===== config.mk =====
export PLATFORM = sky130hd
export DESIGN_NAME = line_position_centroid_estimator
export DESIGN_NICKNAME = d
export VERILOG_FILES = /design/src/rtl/lpce_pkg.sv /design/src/rtl/lpce_lane.sv /design/src/rtl/lpce_merge.sv /design/src/rtl/line_position_centroid_estimator.sv
export VERILOG_INCLUDE_DIRS = /design/src /design/src/rtl
export SDC_FILE = /design/constraint.sdc
export NUM_CORES = 2
export LEC_CHECK = 0
export BUFFER_PORTS_ARGS = -buffer_cell sky130_fd_sc_hd__buf_2
export CORE_UTILIZATION = 35
export CTS_CLUSTER_DIAMETER = 200
export DETAILED_ROUTE_END_ITERATION = 16
export GPL_ROUTABILITY_DRIVEN = 0
export PLACE_DENSITY = 0.53
export SETUP_SLACK_MARGIN = 0.4
export SYNTH_ARGS = -nofsm -noshare
export SYNTH_HDL_FRONTEND = slang
export SYNTH_SLANG_ARGS = --single-unit

===== constraint.sdc =====
create_clock -name aclk -period 11.1 [get_ports aclk]
set_input_delay 2.22 -clock aclk [delete_from_list [all_inputs] [get_ports aclk]]
set_output_delay 2.22 -clock aclk [all_outputs]
set_load 0.02 [all_outputs]

===== src/rtl/assert_macros.svh =====
// Assertion macros used by the line position estimator top level.
`ifndef ASSERT_MACROS_SVH
`define ASSERT_MACROS_SVH

// Same-cycle implication, disabled while reset is asserted.
`define CHK_SAME(lbl, clk, rstn, ante, cons) \
    lbl: assert property (@(posedge clk) disable iff (!rstn) (ante) |-> (cons)) \
        else $error("same-cycle check failed");

// Next-cycle implication, disabled while reset is asserted.
`define CHK_NEXT(lbl, clk, rstn, ante, cons) \
    lbl: assert property (@(posedge clk) disable iff (!rstn) (ante) |=> (cons)) \
        else $error("next-cycle check failed");

`endif


===== src/rtl/lpce_pkg.sv =====
// Package with types and constants for the line position estimator.
`timescale 1ns / 1ps
package lpce_pkg;
    localparam int SAMPLE_BITS_DEF  = 12;
    localparam int FILTER_SHIFT_DEF = 1;
    localparam int NUM_CH     = 4;
    localparam int LEVEL_W    = 10;
    localparam int STRENGTH_W = 12;
    localparam int ERROR_W    = 13;
    localparam int WEIGHT_W   = 23;
    localparam int QUOT_W     = 12;
    localparam int LEVEL_MAX  = 1000;
    localparam int WEIGHT_OUTER = 3000;
    localparam int WEIGHT_INNER = 1000;

    localparam logic [63:0] WHITE_RST = 64'd27490727772340;
    localparam logic [63:0] BLACK_RST = 64'd138855635397250;
    localparam logic [STRENGTH_W-1:0] THRESH_RST  = 12'd80;
    localparam logic [STRENGTH_W-1:0] LOST_MAG_RST = 12'd3000;

    typedef enum logic [1:0] {
        REG_WHITE     = 2'd0,
        REG_BLACK     = 2'd1,
        REG_THRESHOLD = 2'd2,
        REG_LOST_MAG  = 2'd3
    } cfg_reg_t;

    typedef enum logic [1:0] {
        ST_IDLE, ST_LANES, ST_MERGE, ST_OUT
    } top_state_t;

    typedef enum logic [1:0] {
        LN_IDLE, LN_MUL, LN_CMP, LN_DIV
    } lane_state_t;

    typedef enum logic [1:0] {
        MG_IDLE, MG_DIV, MG_FIN
    } merge_state_t;
endpackage


===== src/rtl/lpce_lane.sv =====
// One channel lane: low-pass filter and per-mille normalization with a serial divider.
`timescale 1ns / 1ps
module lpce_lane #(
    parameter int SAMPLE_BITS  = lpce_pkg::SAMPLE_BITS_DEF,
    parameter int FILTER_SHIFT = lpce_pkg::FILTER_SHIFT_DEF
) (
    input  logic                          aclk,
    input  logic                          aresetn,
    input  logic                          start,
    input  logic                          primed,
    input  logic [SAMPLE_BITS-1:0]        sample,
    input  logic [SAMPLE_BITS-1:0]        white,
    input  logic [SAMPLE_BITS-1:0]        black,
    output logic                          busy,
    output logic [SAMPLE_BITS-1:0]        filtered,
    output logic [lpce_pkg::LEVEL_W-1:0]  level
);
    localparam int ACC_W = SAMPLE_BITS + FILTER_SHIFT;
    localparam int NUM_W = SAMPLE_BITS + lpce_pkg::LEVEL_W;
    localparam int LW    = lpce_pkg::LEVEL_W;

    lpce_pkg::lane_state_t state_reg, state_next;
    logic [ACC_W-1:0]       acc_reg;
    logic [SAMPLE_BITS-1:0] filt_reg;
    logic [NUM_W-1:0]       num_reg, dden_reg, rem_reg, rem_next;
    logic [SAMPLE_BITS-1:0] den_reg;
    logic                   zero_reg;
    logic [LW-1:0]          q_reg, q_next, level_reg, level_next;
    logic [3:0]             bit_reg, bit_next;

    logic [ACC_W-1:0]         target, acc_new;
    logic signed [ACC_W+1:0]  diff, step, acc_sum;
    logic [ACC_W:0]           rnd;
    logic [SAMPLE_BITS:0]     filt_full;
    logic [SAMPLE_BITS-1:0]   filt_new, mag, den;
    logic [NUM_W-1:0]         trial;

    // The arithmetic shift of the difference floors toward minus infinity.
    always_comb begin
        target    = {sample, {FILTER_SHIFT{1'b0}}};
        diff      = $signed({2'b00, target}) - $signed({2'b00, acc_reg});
        step      = diff >>> FILTER_SHIFT;
        acc_sum   = $signed({2'b00, acc_reg}) + step;
        acc_new   = primed ? acc_sum[ACC_W-1:0] : target;
        rnd       = {1'b0, acc_new} + ((ACC_W+1)'(1) << (FILTER_SHIFT - 1));
        filt_full = rnd[ACC_W:FILTER_SHIFT];
        filt_new  = filt_full[SAMPLE_BITS] ? {SAMPLE_BITS{1'b1}} : filt_full[SAMPLE_BITS-1:0];
    end

    // An inverted span is handled as the mirrored positive case.
    always_comb begin
        if (black >= white) begin
            den = black - white;
            mag = (filt_reg > white) ? filt_reg - white : '0;
        end else begin
            den = white - black;
            mag = (filt_reg < white) ? white - filt_reg : '0;
        end
    end

    assign trial = NUM_W'(den_reg) << bit_reg;

    always_comb begin
        state_next = state_reg;
        rem_next   = rem_reg;
        q_next     = q_reg;
        bit_next   = bit_reg;
        level_next = level_reg;
        case (state_reg)
            lpce_pkg::LN_IDLE: begin
                if (start) begin
                    state_next = lpce_pkg::LN_MUL;
                end
            end
            lpce_pkg::LN_MUL: begin
                state_next = lpce_pkg::LN_CMP;
            end
            lpce_pkg::LN_CMP: begin
                if (zero_reg) begin
                    level_next = '0;
                    state_next = lpce_pkg::LN_IDLE;
                end else if (num_reg >= dden_reg) begin
                    level_next = LW'(lpce_pkg::LEVEL_MAX);
                    state_next = lpce_pkg::LN_IDLE;
                end else begin
                    rem_next   = num_reg;
                    q_next     = '0;
                    bit_next   = 4'(LW - 1);
                    state_next = lpce_pkg::LN_DIV;
                end
            end
            lpce_pkg::LN_DIV: begin
                if (rem_reg >= trial) begin
                    rem_next = rem_reg - trial;
                    q_next   = q_reg | (LW'(1) << bit_reg);
                end
                bit_next = bit_reg - 4'd1;
                if (bit_reg == 4'd0) begin
                    level_next = (rem_reg >= trial) ? (q_reg | LW'(1)) : q_reg;
                    state_next = lpce_pkg::LN_IDLE;
                end
            end
            default: begin
                state_next = lpce_pkg::LN_IDLE;
            end
        endcase
    end

    always_ff @(posedge aclk) begin
        if (!aresetn) begin
            state_reg <= lpce_pkg::LN_IDLE;
        end else begin
            state_reg <= state_next;
        end
    end

    always_ff @(posedge aclk) begin
        if (state_reg == lpce_pkg::LN_IDLE && start) begin
            acc_reg  <= acc_new;
            filt_reg <= filt_new;
        end
        if (state_reg == lpce_pkg::LN_MUL) begin
            den_reg  <= den;
            zero_reg <= (den == '0);
            num_reg  <= NUM_W'(mag) * NUM_W'(lpce_pkg::LEVEL_MAX);
            dden_reg <= NUM_W'(den) * NUM_W'(lpce_pkg::LEVEL_MAX);
        end
        rem_reg   <= rem_next;
        q_reg     <= q_next;
        bit_reg   <= bit_next;
        level_reg <= level_next;
    end

    assign busy     = (state_reg != lpce_pkg::LN_IDLE);
    assign filtered = filt_reg;
    assign level    = level_reg;
endmodule


===== src/rtl/lpce_merge.sv =====
// Merging stage: strength, weighted sum, centroid division and lost-line handling.
`timescale 1ns / 1ps
module lpce_merge (
    input  logic                                           aclk,
    input  logic                                           aresetn,
    input  logic                                           start,
    input  logic [lpce_pkg::NUM_CH-1:0][lpce_pkg::LEVEL_W-1:0] levels,
    input  logic [lpce_pkg::STRENGTH_W-1:0]                threshold,
    input  logic [lpce_pkg::STRENGTH_W-1:0]                lost_mag,
    output logic                                           busy,
    output logic [lpce_pkg::STRENGTH_W-1:0]                strength,
    output logic signed [lpce_pkg::ERROR_W-1:0]            position_error,
    output logic                                           line_lost
);
    localparam int SW = lpce_pkg::STRENGTH_W;
    localparam int WW = lpce_pkg::WEIGHT_W;
    localparam int QW = lpce_pkg::QUOT_W;
    localparam int EW = lpce_pkg::ERROR_W;

    lpce_pkg::merge_state_t state_reg, state_next;
    logic [SW-1:0] str_reg;
    logic          neg_reg, last_neg_reg, last_neg_next, lost_reg, lost_next;
    logic [WW-1:0] rem_reg, rem_next, trial;
    logic [QW-1:0] q_reg, q_next;
    logic [3:0]    bit_reg, bit_next;
    logic signed [EW-1:0] err_reg, err_next;

    logic [SW-1:0] str_sum;
    logic [WW-1:0] wpos, wneg;

    always_comb begin
        str_sum = SW'(levels[0]) + SW'(levels[1]) + SW'(levels[2]) + SW'(levels[3]);
        wneg = WW'(levels[0]) * WW'(lpce_pkg::WEIGHT_OUTER)
             + WW'(levels[1]) * WW'(lpce_pkg::WEIGHT_INNER);
        wpos = WW'(levels[3]) * WW'(lpce_pkg::WEIGHT_OUTER)
             + WW'(levels[2]) * WW'(lpce_pkg::WEIGHT_INNER);
    end

    assign trial = WW'(str_reg) << bit_reg;

    always_comb begin
        state_next    = state_reg;
        rem_next      = rem_reg;
        q_next        = q_reg;
        bit_next      = bit_reg;
        err_next      = err_reg;
        lost_next     = lost_reg;
        last_neg_next = last_neg_reg;
        case (state_reg)
            lpce_pkg::MG_IDLE: begin
                if (start) begin
                    rem_next   = (wneg > wpos) ? wneg - wpos : wpos - wneg;
                    q_next     = '0;
                    bit_next   = 4'(QW - 1);
                    state_next = lpce_pkg::MG_DIV;
                end
            end
            lpce_pkg::MG_DIV: begin
                if (rem_reg >= trial) begin
                    rem_next = rem_reg - trial;
                    q_next   = q_reg | (QW'(1) << bit_reg);
                end
                bit_next = bit_reg - 4'd1;
                if (bit_reg == 4'd0) begin
                    state_next = lpce_pkg::MG_FIN;
                end
            end
            lpce_pkg::MG_FIN: begin
                lost_next = (str_reg < threshold);
                if (str_reg < threshold) begin
                    err_next = last_neg_reg ? -$signed({1'b0, lost_mag})
                                            : $signed({1'b0, lost_mag});
                end else if (str_reg == '0) begin
                    // A zero strength gives a zero error, which counts as non-negative.
                    err_next      = '0;
                    last_neg_next = 1'b0;
                end else begin
                    err_next      = neg_reg ? -$signed({1'b0, q_reg}) : $signed({1'b0, q_reg});
                    last_neg_next = neg_reg && (q_reg != '0);
                end
                state_next = lpce_pkg::MG_IDLE;
            end
            default: begin
                state_next = lpce_pkg::MG_IDLE;
            end
        endcase
    end

    always_ff @(posedge aclk) begin
        if (!aresetn) begin
            state_reg    <= lpce_pkg::MG_IDLE;
            last_neg_reg <= 1'b0;
        end else begin
            state_reg    <= state_next;
            last_neg_reg <= last_neg_next;
        end
    end

    always_ff @(posedge aclk) begin
        if (state_reg == lpce_pkg::MG_IDLE && start) begin
            str_reg <= str_sum;
            neg_reg <= (wneg > wpos);
        end
        rem_reg  <= rem_next;
        q_reg    <= q_next;
        bit_reg  <= bit_next;
        err_reg  <= err_next;
        lost_reg <= lost_next;
    end

    assign busy           = (state_reg != lpce_pkg::MG_IDLE);
    assign strength       = str_reg;
    assign position_error = err_reg;
    assign line_lost      = lost_reg;
endmodule


===== src/rtl/line_position_centroid_estimator.sv =====
// Top level of the line position estimator: configuration, lanes, merge and output register.
//
//  channel  | handshake           | payload
//  s_       | s_valid / s_ready   | s_sample_0..3
//  m_       | m_valid / m_ready   | m_filtered_0..3, m_level_0..3, m_strength,
//           |                     | m_position_error, m_line_lost
//  cfg_     | cfg_we              | cfg_index, cfg_wdata
//
// From acceptance to the output register an item passes through the lanes and the merge:
// each lane runs a multiply, a compare and up to 10 restoring divide steps, and the
// merge stage runs a 12-step centroid divide. The next item is taken once the result
// has moved to the output register, while that result still waits for m_ready.
// Reset is synchronous and active low; it restores the calibration defaults and
// unprimes the filters. No clearing pass is needed.
`timescale 1ns / 1ps
`include "assert_macros.svh"
module line_position_centroid_estimator #(
    parameter int SAMPLE_BITS  = lpce_pkg::SAMPLE_BITS_DEF,
    parameter int FILTER_SHIFT = lpce_pkg::FILTER_SHIFT_DEF
) (
    input  logic                                   aclk,
    input  logic                                   aresetn,
    input  logic                                   cfg_we,
    input  logic [1:0]                             cfg_index,
    input  logic [4*SAMPLE_BITS-1:0]               cfg_wdata,
    input  logic                                   s_valid,
    output logic                                   s_ready,
    input  logic [SAMPLE_BITS-1:0]                 s_sample_0,
    input  logic [SAMPLE_BITS-1:0]                 s_sample_1,
    input  logic [SAMPLE_BITS-1:0]                 s_sample_2,
    input  logic [SAMPLE_BITS-1:0]                 s_sample_3,
    output logic                                   m_valid,
    input  logic                                   m_ready,
    output logic [SAMPLE_BITS-1:0]                 m_filtered_0,
    output logic [SAMPLE_BITS-1:0]                 m_filtered_1,
    output logic [SAMPLE_BITS-1:0]                 m_filtered_2,
    output logic [SAMPLE_BITS-1:0]                 m_filtered_3,
    output logic [lpce_pkg::LEVEL_W-1:0]           m_level_0,
    output logic [lpce_pkg::LEVEL_W-1:0]           m_level_1,
    output logic [lpce_pkg::LEVEL_W-1:0]           m_level_2,
    output logic [lpce_pkg::LEVEL_W-1:0]           m_level_3,
    output logic [lpce_pkg::STRENGTH_W-1:0]        m_strength,
    output logic signed [lpce_pkg::ERROR_W-1:0]    m_position_error,
    output logic                                   m_line_lost
);
    localparam int NC  = lpce_pkg::NUM_CH;
    localparam int CW  = NC * SAMPLE_BITS;
    localparam int LW  = lpce_pkg::LEVEL_W;

    lpce_pkg::top_state_t state_reg, state_next;
    logic [CW-1:0] white_reg, black_reg;
    logic [lpce_pkg::STRENGTH_W-1:0] thr_reg, lmag_reg;
    logic primed_reg, primed_next;
    logic m_valid_reg, m_valid_next;

    logic [NC-1:0][SAMPLE_BITS-1:0] smp, filt, filt_out_reg;
    logic [NC-1:0][LW-1:0]          lvl, lvl_out_reg;
    logic [NC-1:0]                  lane_busy;
    logic [lpce_pkg::STRENGTH_W-1:0] mg_strength, str_out_reg;
    logic signed [lpce_pkg::ERROR_W-1:0] mg_err, err_out_reg;
    logic mg_lost, lost_out_reg, mg_busy, mg_start, accept, load;

    assign smp    = {s_sample_3, s_sample_2, s_sample_1, s_sample_0};
    assign s_ready = (state_reg == lpce_pkg::ST_IDLE);
    assign accept  = s_valid && s_ready;

    for (genvar i = 0; i < NC; i++) begin : g_lane
        lpce_lane #(
            .SAMPLE_BITS (SAMPLE_BITS),
            .FILTER_SHIFT(FILTER_SHIFT)
        ) u_lane (
            .aclk    (aclk),
            .aresetn (aresetn),
            .start   (accept),
            .primed  (primed_reg),
            .sample  (smp[i]),
            .white   (white_reg[i*SAMPLE_BITS +: SAMPLE_BITS]),
            .black   (black_reg[i*SAMPLE_BITS +: SAMPLE_BITS]),
            .busy    (lane_busy[i]),
            .filtered(filt[i]),
            .level   (lvl[i])
        );
    end

    lpce_merge u_merge (
        .aclk          (aclk),
        .aresetn       (aresetn),
        .start         (mg_start),
        .levels        (lvl),
        .threshold     (thr_reg),
        .lost_mag      (lmag_reg),
        .busy          (mg_busy),
        .strength      (mg_strength),
        .position_error(mg_err),
        .line_lost     (mg_lost)
    );

    always_comb begin
        state_next = state_reg;
        mg_start   = 1'b0;
        load       = 1'b0;
        case (state_reg)
            lpce_pkg::ST_IDLE: begin
                if (s_valid) begin
                    state_next = lpce_pkg::ST_LANES;
                end
            end
            lpce_pkg::ST_LANES: begin
                if (lane_busy == '0) begin
                    mg_start   = 1'b1;
                    state_next = lpce_pkg::ST_MERGE;
                end
            end
            lpce_pkg::ST_MERGE: begin
                if (!mg_busy) begin
                    state_next = lpce_pkg::ST_OUT;
                end
            end
            lpce_pkg::ST_OUT: begin
                if (!m_valid_reg || m_ready) begin
                    load       = 1'b1;
                    state_next = lpce_pkg::ST_IDLE;
                end
            end
            default: begin
                state_next = lpce_pkg::ST_IDLE;
            end
        endcase
    end

    always_comb begin
        primed_next = primed_reg;
        if (accept) begin
            primed_next = 1'b1;
        end
        // Writing either calibration register restarts the filters from the next item.
        if (cfg_we && (lpce_pkg::cfg_reg_t'(cfg_index) == lpce_pkg::REG_WHITE ||
                       lpce_pkg::cfg_reg_t'(cfg_index) == lpce_pkg::REG_BLACK)) begin
            primed_next = 1'b0;
        end
        m_valid_next = load ? 1'b1 : (m_ready ? 1'b0 : m_valid_reg);
    end

    always_ff @(posedge aclk) begin
        if (!aresetn) begin
            state_reg   <= lpce_pkg::ST_IDLE;
            primed_reg  <= 1'b0;
            m_valid_reg <= 1'b0;
            white_reg   <= lpce_pkg::WHITE_RST[CW-1:0];
            black_reg   <= lpce_pkg::BLACK_RST[CW-1:0];
            thr_reg     <= lpce_pkg::THRESH_RST;
            lmag_reg    <= lpce_pkg::LOST_MAG_RST;
        end else begin
            state_reg   <= state_next;
            primed_reg  <= primed_next;
            m_valid_reg <= m_valid_next;
            if (cfg_we) begin
                case (lpce_pkg::cfg_reg_t'(cfg_index))
                    lpce_pkg::REG_WHITE:     white_reg <= cfg_wdata;
                    lpce_pkg::REG_BLACK:     black_reg <= cfg_wdata;
                    lpce_pkg::REG_THRESHOLD: thr_reg   <= cfg_wdata[lpce_pkg::STRENGTH_W-1:0];
                    lpce_pkg::REG_LOST_MAG:  lmag_reg  <= cfg_wdata[lpce_pkg::STRENGTH_W-1:0];
                    default: begin
                    end
                endcase
            end
        end
    end

    always_ff @(posedge aclk) begin
        if (load) begin
            filt_out_reg <= filt;
            lvl_out_reg  <= lvl;
            str_out_reg  <= mg_strength;
            err_out_reg  <= mg_err;
            lost_out_reg <= mg_lost;
        end
    end

    assign m_valid          = m_valid_reg;
    assign m_filtered_0     = filt_out_reg[0];
    assign m_filtered_1     = filt_out_reg[1];
    assign m_filtered_2     = filt_out_reg[2];
    assign m_filtered_3     = filt_out_reg[3];
    assign m_level_0        = lvl_out_reg[0];
    assign m_level_1        = lvl_out_reg[1];
    assign m_level_2        = lvl_out_reg[2];
    assign m_level_3        = lvl_out_reg[3];
    assign m_strength       = str_out_reg;
    assign m_position_error = err_out_reg;
    assign m_line_lost      = lost_out_reg;

    `CHK_NEXT(a_lanes_start, aclk, aresetn, accept, lane_busy == {NC{1'b1}})
    `CHK_SAME(a_merge_after_lanes, aclk, aresetn, mg_start, lane_busy == '0 && !mg_busy)
    `CHK_NEXT(a_out_held, aclk, aresetn, m_valid_reg && !m_ready, m_valid_reg)
    `CHK_SAME(a_level_range, aclk, aresetn, m_valid_reg, m_level_0 <= LW'(lpce_pkg::LEVEL_MAX))
endmodule


; Yosys cells after proc, flatten, opt, wreduce, memory -nomap -nowiden
; Cells that the tools add are included.
[word_totals]
register_bits = 803
in_bits = 103
[classes]
multipliers = 12
n_eq_ne = 51
n_mux = 129
shifts = 10
reduce_logical = 67
n_bitwise = 7
order_cmp = 23
add_sub_neg = 47
[op_table]
columns = cell, n
row1 = two-way mux 22 bit, 12
row2 = two-way mux 10 bit, 24
row3 = two-way mux 12 bit, 18
row4 = subtractor 12 bit, 16
row5 = >= comparator 22 bit, 8
row6 = one-hot mux 22 bit (2 select lines), 4
row7 = one-hot mux 10 bit (2 select lines), 8
row8 = "multiplier 12 x 7 -> 19 bit, second input constant", 8
row9 = two-way mux 13 bit, 8
row10 = left shift 12 x 4 -> 22 bit, 4
row11 = subtractor 22 bit, 4
row12 = two-way mux 23 bit, 3
row13 = subtractor 23 bit, 3
row14 = logical NOT 12 bit, 5
row15 = < comparator 12 bit, 5
row16 = "adder 13 x 1 -> 14 bit, second input constant", 4
row17 = subtractor 13 x 13 -> 14 bit, 4
row18 = adder 13 bit, 4
row19 = >= comparator 12 bit, 4
row20 = greater-than comparator 12 bit, 4
row21 = adder 22 x 20 -> 23 bit, 2
row22 = one-hot mux 23 bit (2 select lines), 1
row23 = OR 10 bit, 4
row24 = one-hot mux 2 bit (4 select lines), 5
row25 = other kinds (35), 184

; Depth between registers and ports, before layout
[logic_depth]
depth_word = 6
mapped_depth = 38

; Hierarchy
; A second synthesis with hierarchy kept.
[hier_totals]
hier_cells = 8544
hier_area_um2 = 80818.8
[modules_own_cells]
columns = module, n_inst, area_per_inst_um2, cells_per_inst
row1 = lpce_lane at g_lane[0].u_lane ..., 2, 13964.6, 1486
row2 = lpce_merge, 1, 16972.5, 1964
row3 = lpce_lane at g_lane[2].u_lane, 1, 13949.6, 1482
row4 = lpce_lane at g_lane[3].u_lane, 1, 13929.6, 1456
row5 = line_position_centroid_estimator, 1, 8037.7, 670

; Worst setup path after synthesis
; OpenSTA, ideal clock, no wires.
[synth_timing]
path_kind = input to register
startpoint = input m_ready
endpoint = register filt_out_reg (netlist bit m_filtered_0[0]) (enable)
required_time_ns = 10.498
path_stages = 2
setup_time_ns = 0.602
arrival_ns = 7.331
slack_ns = 3.167
cell_sequence = nor2b_1 nor2b_1
[synth_between]
elab_chain_len = 3
[synth_lines]
columns = item, line
row1 = start: declaration, line_position_centroid_estimator.sv:33  ; input logic m_ready,
row2 = logical OR 1 bit, line_position_centroid_estimator.sv:120  ; if (!m_valid_reg || m_ready) begin
row3 = two-way mux 1 bit, line_position_centroid_estimator.sv:120
row4 = two-way mux 1 bit, line_position_centroid_estimator.sv:102  ; case (state_reg)
row5 = net load, line_position_centroid_estimator.sv:61  ; logic mg_lost, lost_out_reg, mg_busy, mg_start, accept, load;
row6 = end signal: assignment, line_position_centroid_estimator.sv:172  ; filt_out_reg <= filt;
row7 = end: declaration, line_position_centroid_estimator.sv:56  ; logic [NC-1:0][SAMPLE_BITS-1:0] smp, filt, filt_out_reg;
; The timed path passes the listed nets, and every way through them passes these cells.
; A chain may end at the register's enable or synchronous reset.

; Worst setup path in the final report
[layout_timing]
startpoint = register g_lane[2].u_lane.level_reg[0]
endpoint = register u_merge.rem_reg[8] (data pin)
[layout_between]
elab_chain_len = 6
word_cells_on_any_way = 8
cone_classes = add/sub (3) / mul (1) / order compare (1) / mux (3)
[layout_lines]
columns = item, line
row1 = start: declaration, lpce_lane.sv:28  ; logic [LW-1:0] q_reg, q_next, level_reg, level_next;
row2 = start signal: assignment, lpce_lane.sv:131  ; level_reg <= level_next;
row3 = multiplier 10 x 7 -> 17 bit (*), lpce_merge.sv:36  ; + WW'(levels[2]) * WW'(lpce_pkg::WEIGHT_INNER);
row4 = adder 22 x 20 -> 23 bit (*), lpce_merge.sv:36
row5 = subtractor 23 bit or greater-than comparator 23 bit (tied branches), lpce_merge.sv:52  ; rem_next = (wneg > wpos) ? wneg - wpos : wpos - wneg;
row6 = two-way mux 23 bit (*), lpce_merge.sv:52
row7 = two-way mux 23 bit (*), lpce_merge.sv:51  ; if (start) begin
row8 = one-hot mux 23 bit (2 select lines) (*), lpce_merge.sv:49  ; case (state_reg)
row9 = net u_merge.rem_next[8], lpce_merge.sv:23  ; logic [WW-1:0] rem_reg, rem_next, trial;
row10 = end signal: assignment, lpce_merge.sv:104  ; rem_reg <= rem_next;
row11 = end: declaration, lpce_merge.sv:23
; The timed path passes the listed nets; every way through them passes the cells marked *. The select of a mux whose other input is x is not followed.

==> flow_metrics.env <==
export IMPL_critical_path_startpoint_type="flop"
export IMPL_delay_of_the_slowest_critical_path_stage_ns=0.59
export IMPL_die_h_um=480
export IMPL_syn_cell_area_um2=80100
export IMPL_worstPathBufferInverterCount=4
export IMPL_setup_tns_final_ns=0
export IMPL_rsz_0062_raised_after_global_routing="no"
export IMPL_timing_critical_path_required_ns=11.59
export IMPL_core_area_um2=227000
export IMPL_maximum_number_of_pins_on_one_net_before_global_route_repair=83
export IMPL_finish_instance_area_um2=88000
export IMPL_clock_fmax_ghz=0.113
export IMPL_detail_route_iter0_violations=3458
export IMPL_layout_cells_most_common="sky130_fd_sc_hd__inv_1"
export IMPL_initial_core_util=0.352
export IMPL_grt_pass1_wl_mm=340
export IMPL_nets=10300
export IMPL_crit_type="reg2reg"
export IMPL_max_cap_violations=0
export IMPL_area_growth_pct=9.84
export IMPL_placementRows=175
export IMPL_cts_htree_levels=3
export IMPL_cts_clk_slew_worst_paths_ns=0.06
export IMPL_global_route_usage_total=0.187
export IMPL_instance_count_on_the_critical_path=34
export IMPL_dr_total_vias=59400
export IMPL_drt_total_wl_mm=218
export IMPL_synthCells=8414
export IMPL_maxSlewViolCount=0
export IMPL_synthesis_area_per_instance_um2=9.52
export IMPL_ys_seq_area_frac=0.281
export IMPL_cts_inserted_buffers=99
export IMPL_mean_number_of_vias_per_cell=5.08
export IMPL_setup_worst_path_start="g_lane[2].u_lane.level[0]"
export IMPL_ctsResizeCount=0
export IMPL_drt_first_pass_iters=5
export IMPL_layout_min_cycle_time_ns=8.83
export IMPL_run_status="completed"
export IMPL_cts_tree="done"
export IMPL_critical_path_top_delay_family="adder cells"
export IMPL_finalSetupViolations=0
export IMPL_multi_input_comb_area_um2=52100
export IMPL_pin_count=219
export IMPL_number_of_synthesized_flops_with_an_enable_pin=660
export IMPL_final_seq_area_um2=22500
export IMPL_gr_total_overflow=0
export IMPL_routed_antenna_nets=0
export IMPL_syn_num_nets=10200
export IMPL_share_of_post_route_cells_with_drive_strength_above_1=0.0684
export IMPL_post_cts_repair_setup_buffers=0
export IMPL_wl_per_cell_um=18.7
export IMPL_largest_register_ff_count=88
export IMPL_worstHoldStart="u_merge.position_error[4]"
export IMPL_final_hold_violation_count=0
export IMPL_yosysWarnings=0
export IMPL_clock_skew_ns=0.0464
export IMPL_clk_root_buffer_cell="sky130_fd_sc_hd__clkbuf_16"
export IMPL_hpwl_mm=178
export IMPL_detail_route_drc_violations=0
export IMPL_hold_depth=0
export IMPL_die_w_um=480
export IMPL_clkSinkCount=795
export IMPL_worstSkewPairLatency_ns=0.75
export IMPL_setup_worst_path_end_class="flop"
export IMPL_worst_hold_path_type="reg2reg"
export IMPL_timing_slew_headroom=0.229
export IMPL_ys_seq_elements=795
export IMPL_synth_main_ff_cell="sky130_fd_sc_hd__edfxtp_1"
export IMPL_io_buffers=218
export IMPL_most_common_layout_cells="1277 x sky130_fd_sc_hd__inv_1, 1174 x sky130_fd_sc_hd__ha_1, 710 x sky130_fd_sc_hd__nand2_1, 660 x sky130_fd_sc_hd__edfxtp_1, 538 x sky130_fd_sc_hd__a21oi_1"
export IMPL_post_dp_cell_area_um2=84500
export IMPL_cells_on_worst_reg2reg_path=34
export IMPL_clock_tree_buffer_depth=3
export IMPL_antenna_violations_before_repair=42
export IMPL_crit_arrival_ns=9.33
export IMPL_timing_final_crit_share=0.796
export IMPL_r2r_start="g_lane[2].u_lane.level[0]"
export IMPL_fillCellCount=22500
export IMPL_worst_slew_pin_slew_ns=1.15
export IMPL_via_count_of_the_first_global_routing_pass=59700
export IMPL_post_synth_num_cell_types=104
export IMPL_die_area_um2=231000
export IMPL_worstPathMaxFanout=33
export IMPL_synth_async_sr_flop_share=0
export IMPL_slowest_cell_on_the_critical_path="sky130_fd_sc_hd__fa_1"
export IMPL_cts_hold_fix_buffers=0
## metal layers
| layer | GRT usage | vias to the layer above | wire length (µm) |
|---|---|---|---|
| li1 | - | 29300 | - |
| met1 | 0.253 | 28700 | 102000 |
| met2 | 0.310 | 1056 | 101000 |
| met3 | 0.0215 | 273 | 8520 |
| met4 | 0.0628 | 14 | 6860 |
| met5 | 0 | - | 86 |
## per-stage QoR
step                      utilization  setup slack [ns]  hold slack [ns]  std cells
after floorplan                     -              3.17            0.400       8414
after global placement          0.372              2.50            0.406      11500
after detailed placement        0.372              2.33            0.416      11500
after CTS                       0.387              2.30            0.429      11700
after global routing            0.387              1.57            0.430      11700
final                           0.387              2.27            0.417      11700
## synth_stat cells, drive strengths merged (14+ instances only)
cell type,number,area (µm²)
nor4,16,100
mux2i,94,941
inv,1279,4800
o31ai,40,324
xnor2,311,2720
nand2,713,2680
o21a,88,661
nand2b,85,532
a211oi,69,518
edfxtp,660,19800
o211ai,58,435
o41ai,22,219
a31oi,42,263
o21ai,359,1810
mux2,44,495
or2,41,257
nor2,433,1630
clkbuf,171,644
o21bai,88,664
a221oi,19,179
nor3,128,651
a31o,19,166
ha,1174,14700
o22ai,16,106
nand3,118,603
nor2b,127,795
a22oi,35,263
nand3b,17,128
o31a,14,123
dfxtp,135,2700
xor2,167,1460
a21o,253,1900
or3,50,318
and3,60,375
fa,487,9750
nand4,54,344
mux4,15,338
a21oi,540,2710
buf,34,175
and2,44,275
a21boi,98,736
## worst reg2reg max path, delay by kind of cell, from the launching register on
kind	cells	cell delay [ns]
AND/OR/NAND/NOR	7	1.50
buffers and inverters	4	0.47
flip-flops	1	0.55
AO/OA/AOI/OAI	13	2.50
adder cells (fa/ha/maj)	7	3.20
XOR/XNOR	3	0.39
## worst paths after layout
kind	endpoint	slack, ns
hold reg to reg	m_position_error[4]	0.42
setup / recovery	u_merge.rem_reg[8]	2.27
hold / removal	m_position_error[4]	0.42
setup reg to reg	u_merge.rem_reg[8]	2.27
## kinds of logic (layout without fill, tap and decap cells)
kind of cell,Yosys count,after routing,share of synthesized area
fa+ha+maj,1661,1661,0.305
compound gates,1911,1911,0.156
flops,795,795,0.281
mux,153,153,0.0222
xor+xnor,478,478,0.0523
other cells,0,12,0
buf+inv,1488,1726,0.0704
simple gates,1928,1928,0.113
## cell type report
| type | instances | area share |
|---|---|---|
| multi-input cells | 6131 | 0.592 |
| inverters | 1283 | 0.0547 |
| well taps | 3009 | 0.0428 |
| flip-flops and latches | 795 | 0.256 |
| clock buffers | 131 | 0.0315 |
| clock inverters | 56 | 0.00713 |
| repair buffers | 256 | 0.0157 |
| diodes | 12 | 0.000341 |
Power is not shown: default switching activity piles up to over one toggle a cycle in this logic, so the estimate is an artifact.
